--- src/rtl/ddcm_pkg.sv ---
// Shared types and constants of the differential-drive command mixer.
// Depends on nothing; every other file refers to it by scoped names.
`timescale 1ns / 1ps

package ddcm_pkg;

	localparam int AddrW    = 6;
	localparam int DataW    = 64;
	localparam int SideW    = 43;  // signed side value, units 2^-24
	localparam int MagW     = 36;  // side magnitude reachable in track mode
	localparam int NumW     = 61;  // dividend of the normalization
	localparam int DivSteps = 25;  // quotient bits, quotient never above 2^24
	localparam int OutW     = 20;

	localparam logic [2:0] REG_DRIVE_MODE   = 3'd0;
	localparam logic [2:0] REG_WHEEL_BASE   = 3'd1;
	localparam logic [2:0] REG_TRACK_BASE   = 3'd2;
	localparam logic [2:0] REG_INV_RADIUS   = 3'd3;
	localparam logic [2:0] REG_TRACK_GAIN   = 3'd4;
	localparam logic [2:0] REG_DEADBAND     = 3'd5;
	localparam logic [2:0] REG_CORR_FACTORS = 3'd6;

	localparam logic [SideW-1:0] ONE_Q24 = SideW'(1) << 24;
	localparam logic [DivSteps-1:0] Q_ONE = DivSteps'(1) << 24;

	localparam logic signed [OutW-1:0] OUT_MAX = 20'sd524287;
	localparam logic signed [OutW-1:0] OUT_MIN = -20'sd524288;

	typedef struct packed {
		logic        drive_mode;
		logic [15:0] wheel_base_width;
		logic [15:0] track_base_width;
		logic [19:0] inverse_wheel_radius;
		logic [19:0] track_gain;
		logic [15:0] deadband;
		logic [63:0] correction_factors;
	} cfg_t;

	typedef struct packed {
		logic                    valid;
		logic                    track;
		logic                    norm;
		logic signed [SideW-1:0] left;
		logic signed [SideW-1:0] right;
		logic [SideW-1:0]        abs_l;
		logic [SideW-1:0]        abs_r;
	} side_t;

endpackage

--- src/rtl/ddcm_regs.sv ---
// Configuration register file behind the APB-style port.
// Depends on ddcm_pkg for the register map and cfg_t.
`timescale 1ns / 1ps

module ddcm_regs (
	input  logic                        clk,
	input  logic                        arst_n,
	input  logic                        psel,
	input  logic                        penable,
	input  logic                        pwrite,
	input  logic [ddcm_pkg::AddrW-1:0]  paddr,
	input  logic [ddcm_pkg::DataW-1:0]  pwdata,
	output logic [ddcm_pkg::DataW-1:0]  prdata,
	output logic                        pready,
	output ddcm_pkg::cfg_t              cfg
);

	ddcm_pkg::cfg_t cfg_q;
	logic           wr;
	logic [2:0]     idx;

	assign pready = 1'b1;
	assign wr     = psel & penable & pwrite;
	assign idx    = paddr[5:3];
	assign cfg    = cfg_q;

	always_ff @(posedge clk or negedge arst_n) begin
		if (!arst_n) begin
			cfg_q.drive_mode           <= 1'b0;
			cfg_q.wheel_base_width     <= 16'd2458;
			cfg_q.track_base_width     <= 16'd2212;
			cfg_q.inverse_wheel_radius <= 20'd24824;
			cfg_q.track_gain           <= 20'd54933;
			cfg_q.deadband             <= 16'd1311;
			cfg_q.correction_factors   <= 64'h4000_4000_4000_4000;
		end else if (wr) begin
			unique case (idx)
				ddcm_pkg::REG_DRIVE_MODE:   cfg_q.drive_mode           <= pwdata[0];
				ddcm_pkg::REG_WHEEL_BASE:   cfg_q.wheel_base_width     <= pwdata[15:0];
				ddcm_pkg::REG_TRACK_BASE:   cfg_q.track_base_width     <= pwdata[15:0];
				ddcm_pkg::REG_INV_RADIUS:   cfg_q.inverse_wheel_radius <= pwdata[19:0];
				ddcm_pkg::REG_TRACK_GAIN:   cfg_q.track_gain           <= pwdata[19:0];
				ddcm_pkg::REG_DEADBAND:     cfg_q.deadband             <= pwdata[15:0];
				ddcm_pkg::REG_CORR_FACTORS: cfg_q.correction_factors   <= pwdata;
				default: ;
			endcase
		end
	end

	always_comb begin
		unique case (idx)
			ddcm_pkg::REG_DRIVE_MODE:   prdata = 64'(cfg_q.drive_mode);
			ddcm_pkg::REG_WHEEL_BASE:   prdata = 64'(cfg_q.wheel_base_width);
			ddcm_pkg::REG_TRACK_BASE:   prdata = 64'(cfg_q.track_base_width);
			ddcm_pkg::REG_INV_RADIUS:   prdata = 64'(cfg_q.inverse_wheel_radius);
			ddcm_pkg::REG_TRACK_GAIN:   prdata = 64'(cfg_q.track_gain);
			ddcm_pkg::REG_DEADBAND:     prdata = 64'(cfg_q.deadband);
			ddcm_pkg::REG_CORR_FACTORS: prdata = cfg_q.correction_factors;
			default:                    prdata = '0;
		endcase
	end

endmodule

--- config.mk ---
export PLATFORM = sky130hd
export DESIGN_NAME = ddcm_regs
export DESIGN_NICKNAME = d
export VERILOG_FILES = /design/src/rtl/ddcm_pkg.sv /design/src/rtl/ddcm_regs.sv
export SDC_FILE = /design/constraint.sdc
export NUM_CORES = 1
export LEC_CHECK = 0
export BUFFER_PORTS_ARGS = -buffer_cell sky130_fd_sc_hd__buf_2
export CAP_MARGIN = 20
export CORE_MARGIN = 5
export CORE_UTILIZATION = 45
export DETAILED_ROUTE_END_ITERATION = 6
export HOLD_SLACK_MARGIN = 0.03
export PLACE_DENSITY = 0.76
export SYNTH_ARGS = -nofsm -noshare
export SYNTH_HDL_FRONTEND = slang
export SYNTH_SLANG_ARGS = --single-unit
--- constraint.sdc ---
create_clock -name clk -period 1.3 [get_ports clk]
set_input_delay 0.13 -clock clk [delete_from_list [all_inputs] [get_ports clk]]
set_output_delay 0.13 -clock clk [all_outputs]
set_load 0.01 [all_outputs]
After elaboration in Yosys (flattened, before gate mapping). Cells that the tools add are included. W data, S select, Z words.

Add/subtract/negate cells: 0. Multipliers: 0. Divide/modulo/power cells: 0. Magnitude comparators: 0. Equality and inequality tests: 6. Shift operators: 0. Multiplexer cells: 1. Bitwise operators: 2. Reduce and logical (&&, ||, !) cells: 8.

Operator list (number): $pmux W64 S7 (1); $reduce_and A2 Y1 (7); $eq A3 B3 Y1 const B (3); $eq A3 B2 Y1 const B (2); $eq A3 B1 Y1 const B (1); $logic_not A3 Y1 (1); $and A1 B1 Y1 (2).

Register bits: 153. Latch bits: 0. Memory bits (writable): 0. Bits in read-only memories: 0. Bits of input ports: 75. Logic and storage cells: 24. Memories: 0.

Logic depth before layout (Yosys ltp).
Depth after elaboration: 3. Mapped depth: 6. Gate-level depth less buffers: 3.

Least setup slack after synthesis. Ideal clock, no wire load.

Kind: input -> register. Start point: in paddr[4] in the netlist's numbering. End point: reg cfg_q, in the netlist cfg[70]. Setup time: 0.125 ns. Data arrival time: 1.209 ns. Required time: 1.175 ns. Slack: -0.034 ns. Cell stages on the path: 5. Path buffers: 2. Cells stage by stage: buf_4 nand2b_2 nor2_4 buf_4 mux2_2.

Longest elaborated chain between the ends: 2.

RTL lines: start: declaration (line ddcm_regs.sv:11) `input logic [ddcm_pkg::AddrW-1:0] paddr,`; $eq A3 B3 Y1 (line ddcm_regs.sv:37) `unique case (idx)`; $reduce_and A2 Y1 (no line); end: declaration (line ddcm_regs.sv:18) `ddcm_pkg::cfg_t cfg_q;`.

Every way passes these cells. A chain may end at the register's enable or synchronous reset.

Worst setup path after layout.
Start point: reg cfg_q, in the netlist cfg[138]. End point: out prdata[2] in the netlist's numbering.

Longest elaborated chain between the ends: 1.

RTL lines: $pmux W64 S7 (line ddcm_regs.sv:51) `unique case (idx)`; end: declaration (line ddcm_regs.sv:13) `output logic [ddcm_pkg::DataW-1:0] prdata,`.

Every way passes these cells.

==> results.ini <==
[clock_network]
cts.clk_slew.worst_paths_ns=0.06
cts_root_buf=clkbuf_16
htree_levels=4
cts_tree=done
numCtsBuffers=17
clock_sinks=153
clock_latency_ns=0.41
clockBufferDepth=2

[final_layout]
regArea_sq_um=3875
area_growth_pct=62.05
layout.nets=1031
largest_register_ffs=153
fillCellCount=964
final_layout_size_suffix_gt1_share_pct=69.76
final_area_sq_um=11440
fin_cells=1182
multi_input_area_sq_um=3256

[worst_setup_path]
cp-end-kind=output pin
cp_max_fo=2
start_kind=register
r2r_start=cfg[146]$_DFFE_PN0P_
reg2regPathDepth=3
r2r-end=cfg[146]$_DFFE_PN0P_
required_ns=1.17
critPathLaunch=cfg[138]$_DFFE_PN0P_
endpoint=prdata[2]
crit_type=reg -> out
rrSetupSlack_ns=0.25
arrival_ns=1.54

[global_route]
grt_max_degree=45
grt_pass1_wl_mm=37.96
grt_pass1_vias=6661
grtUsageTotal_pct=26.88
antenna_found_initial=0
grt-ovfl-total=0

[placement]
placed_cells=1023
place_ws_ns=-0.2950
globalplace.congestion=0.8800
dpl-instance-area_sq_um=9101
hpwl_mm=16.79
port_buffers=288

[timing]
fin_skew_ns=0
rsz0062_at_grt=yes
finalCritPeriodShare_pct=128.5
min_period_ns=1.671
fin_ws_ns=-0.3705
tns_ns=-5.417
hold_viol_final=0
whs_ns=0.05862
setup_violations=36
max_freq_mhz=598.6
finalMaxSlewViolations=0

[route]
avgRoutedWirePerCell_um=21.71
drtPass1Iterations=6
drc_errors=0
vias=6387
vias_per_cell=5.404
ant_nets=0
routed_wl_mm=25.67
drt-initial-drc-count=374

[floorplan]
rows=45
initial_utilization_pct=46.09
dieArea_sq_um=18290
coreArea_sq_um=15310
die_height_um=135.2
pin_count=293
die_w_um=135.2

[power_and_ir_drop]
p_leak_uw=0.005833
peakVddDrop_mv=1.012
p_per_area_nw_per_um2=1441

[logic_synthesis]
ys_warn_count=0
ys_seq_area_share_pct=54.90
yosys.area.top_type=dfrtp_1
async_reset_ff_share_pct=100.0
yosysMostFrequentCell=mux2_2
synthesis.area_sq_um=7058
ys_top_cells_by_count=mux2_2 (148), dfrtp_1 (116), and3_1 (44)
synth_edf_count=0
synth-seq-cells=153
syn_inst=503
yosysTopAreaCellShare_pct=41.13
ys_top_cells_by_area=dfrtp_1 (41%), mux2_2 (24%), dfstp_2 (14%)
synthesis.nets=578
syn_area_per_cell_sq_um=14.03
synth_ff_type=dfrtp_1
synth.distinct_cells=40

[flow_run]
max_cap_viol_count=0

[status]
status=complete, but fails checks
violations=setup timing

[min_path]
min_path_type=in -> reg

-- layer usage --
layer  part of all wire (%)  vias up  GRT usage [%]  routed length (um)
met4                    3.6        0          11.87                 912
met5                      0        -              0                   0
met2                     53      306          46.35               13620
met3                    5.5       74          5.163                1419
li1                       -     2779              -                   -
met1                     38     3228          32.80                9719
-- final cells by class --
type	instances	area share, %
sequential	153	33.88
inverter	1	0.03282
multi-input combinational	312	28.47
timing repair buffer	471	30.06
antenna	2	0.04376
clock buffer	21	3.938
clock inverter	11	1.269
tap	211	2.308
-- metrics by stage --
| stage | total power, uW | utilization [%] |
|---|---|---|
| after floorplan | 8354 | - |
| after global routing | 17170 | 74.65 |
| after detailed placement | 10380 | 59.43 |
| after global placement | 10200 | 59.43 |
| after CTS | 16230 | 72.32 |
| final | 16480 | 74.68 |
-- placed cells by master, fill, tap and decap left out, types with 4 or more instances in the layout --
cell type        n
dfrtp_1        116
mux2i_1         17
buf_4           92
mux2_2         135
clkbuf_16       17
and3_1          25
and3_4          19
mux2_1          25
a22oi_1          4
o2bb2ai_1        4
buf_12          12
nor2b_1          5
a221oi_2         7
a21oi_1          7
a22oi_2          4
o221ai_2         5
mux2_4          13
dlygate4sd3_1   64
dfstp_2         37
buf_6           42
buf_2          256
-- power breakdown --
part | switching [uW] | internal, uW | total (uW)
combinational | 2150 | 2630 | 4790
sequential | 782 | 5870 | 6650
clock | 1970 | 3070 | 5040
total | 4900 | 11600 | 16500
-- worst min-delay path by stage --
stage	from	slack, ns	end	depth (start not counted)
floorplan	arst_n	-0.17	cfg[0]$_DFFE_PN0P_	0
global route	pwdata[0]	0.06	cfg[100]$_DFFE_PN0P_	2
CTS	pwdata[0]	0.03	cfg[100]$_DFFE_PN0P_	2
global placement	arst_n	0.05	cfg[79]$_DFFE_PN0P_	1
detailed placement	arst_n	0.06	cfg[75]$_DFFE_PN0P_	1
finish	pwdata[0]	0.06	cfg[100]$_DFFE_PN0P_	2
-- logic make-up (layout without fill, tap and decap cells) --
| kind of cell | Yosys count | count (layout) | synth area share [%] |
|---|---|---|---|
| muxes | 191 | 191 | 30.15 |
| and+or+nand+nor | 78 | 78 | 7.357 |
| other | 1 | 3 | 0.05313 |
| AOI/OAI and AO/OA | 42 | 42 | 4.414 |
| buffers and inverters | 38 | 504 | 3.120 |
| DFF | 153 | 153 | 54.90 |
-- critical path: stages, from the launching register on --
cell     delay [ns]
dfrtp_1        0.38
mux2_4         0.28
a221o_1        0.32
buf_2          0.14
-- repair_timing --
item / 4_1_cts / 5_1_grt
gates resized for setup: 81 / 44
cloned: 3 / 0
buffers inserted: 42 / 17
endpoints found under the setup margin: 65 / 74
pin swaps: 10 / 4
endpoints found under the hold margin: 265 / 0
hold buffers: 64 / 0
(Power assumes the default switching activity.)
